**src/sv/tfe_pkg.sv**
```systemverilog
package tfe_pkg;

  // Operation carried by an input beat.
  localparam logic OP_CONVERT = 1'b0;
  localparam logic OP_PAL_WRITE = 1'b1;

  // Pixel format register codes. The reserved code decodes as indexed.
  localparam logic [1:0] FMT_RGB565 = 2'd0;
  localparam logic [1:0] FMT_ARGB1555 = 2'd1;
  localparam logic [1:0] FMT_INDEXED = 2'd2;

  // Configuration register indexes.
  localparam logic CFG_PIXEL_FORMAT = 1'b0;
  localparam logic CFG_COLOR_KEY = 1'b1;

  localparam logic [7:0] ALPHA_OPAQUE = 8'hFF;
  localparam logic [7:0] ALPHA_CLEAR = 8'h00;

  typedef struct packed {
    logic        op;
    logic [15:0] texel;
    logic [7:0]  entry_index;
    logic [7:0]  entry_red;
    logic [7:0]  entry_green;
    logic [7:0]  entry_blue;
  } tfe_in_t;

  typedef struct packed {
    logic [7:0] red;
    logic [7:0] green;
    logic [7:0] blue;
    logic [7:0] alpha;
  } tfe_out_t;

  typedef struct packed {
    logic [7:0] red;
    logic [7:0] green;
    logic [7:0] blue;
  } tfe_rgb_t;

  // Result of the direct expansion, with a flag that the colour must come
  // from the palette instead.
  typedef struct packed {
    tfe_out_t rgba;
    logic     indexed;
  } tfe_expand_t;

endpackage

```
**src/sv/tfe_expand.sv**
```systemverilog
module tfe_expand (
  input  logic [1:0]           pixel_format_i,
  input  logic                 color_key_en_i,
  input  logic [15:0]          texel_i,
  output tfe_pkg::tfe_expand_t res_o
);
  import tfe_pkg::*;

  // Rounded widening of a 5-bit channel: (v * 527 + 23) >> 6.
  function automatic logic [7:0] widen5(input logic [4:0] v);
    logic [13:0] prod;
    prod = 14'(v) * 14'd527 + 14'd23;
    return prod[13:6];
  endfunction

  // Rounded widening of a 6-bit channel: (v * 259 + 33) >> 6.
  function automatic logic [7:0] widen6(input logic [5:0] v);
    logic [13:0] prod;
    prod = 14'(v) * 14'd259 + 14'd33;
    return prod[13:6];
  endfunction

  always_comb begin
    res_o = '0;
    case (pixel_format_i)
      FMT_RGB565: begin
        res_o.rgba.red   = widen5(texel_i[15:11]);
        res_o.rgba.green = widen6(texel_i[10:5]);
        res_o.rgba.blue  = widen5(texel_i[4:0]);
        res_o.rgba.alpha = ALPHA_OPAQUE;
      end
      FMT_ARGB1555: begin
        res_o.rgba.red   = widen5(texel_i[14:10]);
        res_o.rgba.green = widen5(texel_i[9:5]);
        res_o.rgba.blue  = widen5(texel_i[4:0]);
        res_o.rgba.alpha = texel_i[15] ? ALPHA_OPAQUE : ALPHA_CLEAR;
      end
      default: begin
        // Indexed, and the reserved code along with it.
        res_o.indexed    = 1'b1;
        res_o.rgba.alpha = (texel_i[7:0] == 8'd0 && color_key_en_i) ? ALPHA_CLEAR
                                                                     : ALPHA_OPAQUE;
      end
    endcase
  end

endmodule

```
**config.mk**
```make
export PLATFORM = sky130hd
export DESIGN_NAME = tfe_expand
export DESIGN_NICKNAME = d
export VERILOG_FILES = /design/src/sv/tfe_pkg.sv /design/src/sv/tfe_expand.sv
export SDC_FILE = /design/constraint.sdc
export NUM_CORES = 1
export LEC_CHECK = 0
export ABC_AREA = 1
export BUFFER_PORTS_ARGS = -buffer_cell sky130_fd_sc_hd__buf_2
export CAP_MARGIN = 20
export CORE_MARGIN = 5
export CORE_UTILIZATION = 45
export DETAILED_ROUTE_END_ITERATION = 6
export GPL_TIMING_DRIVEN = 1
export PLACE_DENSITY = 0.62
export SYNTH_ARGS = -nofsm -noshare
export SYNTH_HDL_FRONTEND = slang
export SYNTH_SLANG_ARGS = --single-unit
```
**constraint.sdc**
```tcl
create_clock -name vclk -period 3.9
set_input_delay 0.585 -clock vclk [all_inputs]
set_output_delay 0.585 -clock vclk [all_outputs]
set_load 0.02 [all_outputs]
```
Yosys cells after proc, flatten, opt, wreduce, memory -nomap -nowiden
Index checks and enable logic that the tools add are counted.

cells by class
  $add $sub $neg = 5
  equality and inequality tests = 1
  multipliers = 5
  reductions and logical operators = 4
  muxes and demuxes = 5

operator list
  cell                                                 number
  adder 14 x 5 -> 14 bit, second input constant        4
  multiplier 5 x 10 -> 14 bit, second input constant   4
  one-hot mux 24 bit (2 select lines)                  1
  two-way mux 8 bit                                    2
  one-hot mux 8 bit (2 select lines)                   1
  adder 14 x 6 -> 14 bit, second input constant        1
  multiplier 6 x 9 -> 14 bit, second input constant    1
  logical NOT 8 bit                                    1
  equality test 2 x 1 -> 1 bit, second input constant  1
  logical NOT 2 bit                                    1
  OR reduction 2 bit                                   1
  logical AND 1 bit                                    1
  two-way mux 1 bit                                    1

word-level totals
  bits in registers = 0
  output and inout bits = 33
  logic and storage cells = 20
  input bits = 19

Logic depth before layout (Yosys ltp)
  depth after elaboration = 4
  depth in mapped cells = 17
  depth with buffers taken out = 17

Worst setup path after synthesis
Ideal clock, no wire load.

  path kind = input port to output port
  from = input port texel_i[14]
  to = output port res_o[26] (netlist name)
  data arrival time = 3,277 ps
  buffers on the path = 0
  cell stages on the path = 14
  slack = 38 ps
  path through = inv_1 ha_1 xnor2_1 ha_1 o21bai_1 fa_1 ha_1 nand2_1 inv_1 nand2_1 nand2_1 o21ai_0 nand2_1 o21ai_0

RTL lines
  element      RTL line         text
  from (decl)  tfe_expand.sv:4  input logic [15:0] texel_i,
  to (decl)    tfe_expand.sv:5  output tfe_pkg::tfe_expand_t res_o

==> reports/metrics.yaml <==
arrival_ns: 3.27
start_kind: "primary input"
num-clock-buffers: 0
maxCapViolations: 0
path_depth: 16
min_period_ns: 3.85
syn_avg_cell_area_um2: 6.18
critPathKind: "primary input to output port"
route.detailed.drc: 0
yosys.area.top_type_share_pct: 28.0
core_um2: 9110
diodes: 0
rows: 35
synthTopCellsByArea: "ha_1 28%, nand2_1 17%, fa_1 14%, inv_1 12%, nand3_1 9.0%"
synth_common_cells: "187 x nand2_1, 136 x inv_1, 93 x ha_1"
die_area_um2: 11300
layout.nets: 928
yosysWarningCount: 0
power_per_cell_area_nw_per_um2: 272
place_inst: 884
n_sequential_cell: 0
setup_viol: 0
min_period_over_period_pct: 98.8
relSlewSlack_pct: 45.7
ys_seq_area_share_pct: 0
yosysMostFrequentCell: "nand2_1"
synth_nets: 813
vias_per_cell: 5.17
die_w_um: 106
critPathCaptureType: "output port"
dpl_cell_area_um2: 4940
leakage_nw: 3.17
grt_pass1_vias: 4252
syn-cell-area_um2: 4160
fmax_mhz: 260
dp_hpwl_um: 10300
synth_top_area_cell: "ha_1"
grt_overflow: 0
critPathRequiredTime_ns: 3.31
hold_buffers: 0
portBuffers: 52
routedWlPerCell_um: 14.0
finalMaxSlewViolations: 0
drt_pass1_iterations: 6
hold_violations: 0
ys_types: 30
die_h_um: 106
drive_above_1_share_pct: 30.2
place_congestion: 0.914
stdcell_area_um2: 5670
dr.first_iter.drc_count: 217
tightestPinTransition_ns: 0.814
status: "complete, no violations"
initial_core_util_pct: 45.6
vias: 4632
peakVddDrop_mv: 0.144
min_path_cells: 2
sequential_cell_area_um2: 0
fillers: 860
hold_class: "primary input to output port"
path_max_fanout: 4
grt_first_pass_wirelength_um: 19500
synth_cells: 672
wl_um: 12600
area_delta_synth_final_pct: 36.6
slowest_delay_ns: 0.57
pin_count: 52
rsz0062_at_grt: "true"
postRouteAntennaNets: 0
grt_use_total_pct: 20.6
stdcell_count: 896
antenna_found_initial: 0
critical_path_buf_inv_count: 5
path_cells: "buf_6 > inv_6 > ha_4 > inv_1 > fa_1 > fa_1 > ha_4 > buf_4 > nand2_2 > nor2_4 > nand3_1 > nand3_1 > nand2_1 > nand3_2 > nand2_1 > buf_4"
cp_slowest_cell: "fa_1"
grt_max_degree: 18
cpLargestDelayFamily: "adder cells"
report_power, final:
group          leakage, nW  internal, mW  switching (mW)
sequential               0             0               0
clock                    0             0               0
combinational         3.17         0.665           0.879
total                 3.17         0.665           0.879
cell families (layout without fill, tap and decap cells):
family                     after synthesis  count (layout)  synth area share (%)
AOI/OAI and AO/OA                       51              51                  6.93
buffers and inverters                  147             260                  14.0
and+or+nand+nor                        346             346                  35.9
adders and majority gates              122             122                  42.0
xor gates and xnor gates                 6               6                  1.26
final timing paths:
kind	startpoint	end	slack [ns]
min	pixel_format_i[1]	res_o[0]	1.47
max	texel_i[14]	res_o[31]	0.05
per-stage QoR:
stage / setup WS (ns) / hold WS, ns / total power, mW / TNS (ns) / utilization [%]
final: 0.0485 / 1.47 / 1.54 / 0 / 62.3
after CTS: 0.00286 / 1.48 / 1.28 / 0 / 56.2
after global routing: -0.0511 / 1.48 / 1.72 / -0.314 / 62.3
after floorplan: 0.0383 / 1.31 / 0.811 / 0 / -
after global placement: -0.120 / 1.47 / 1.13 / -0.724 / 54.3
after detailed placement: -0.153 / 1.48 / 1.16 / -1.19 / 54.3
layer usage:
layer | track usage, % | part of all wire (%) | vias to the layer above
met2 | 38.9 | 52 | 111
met1 | 27.3 | 43 | 2154
met4 | 1.30 | 1.7 | 0
met5 | 0 | 0 | -
met3 | 0.668 | 3.5 | 22
li1 | - | - | 2345
timing repair:
| action | 4_1_cts | 5_1_grt |
|---|---|---|
| buffers inserted | 3 | 9 |
| pin swaps | 12 | 54 |
| setup endpoints to repair | 19 | 24 |
| gates resized for setup | 33 | 130 |
area by class of cell:
cell class         instances  area (µm²)  area share, %
repair buffers           123         937           16.5
well taps                111         139           2.45
multi-input cells        525        4080           71.8
inverters                137         522           9.20
placed cells by master, fill, tap and decap left out, drive strengths merged:
cell and count:
buf 120, nand3 76, o22ai 1, clkbuf 3, xnor2 4, nand4 16
a21boi 4, nor2 50, fa 29, or2 5, o21ai 17, a21oi 22
inv 137, nand2 192, nor3 4, ha 93, xor2 2, a21o 2
o21bai 5, nand3b 3
Note: power is estimated with default switching activity, not from simulation.
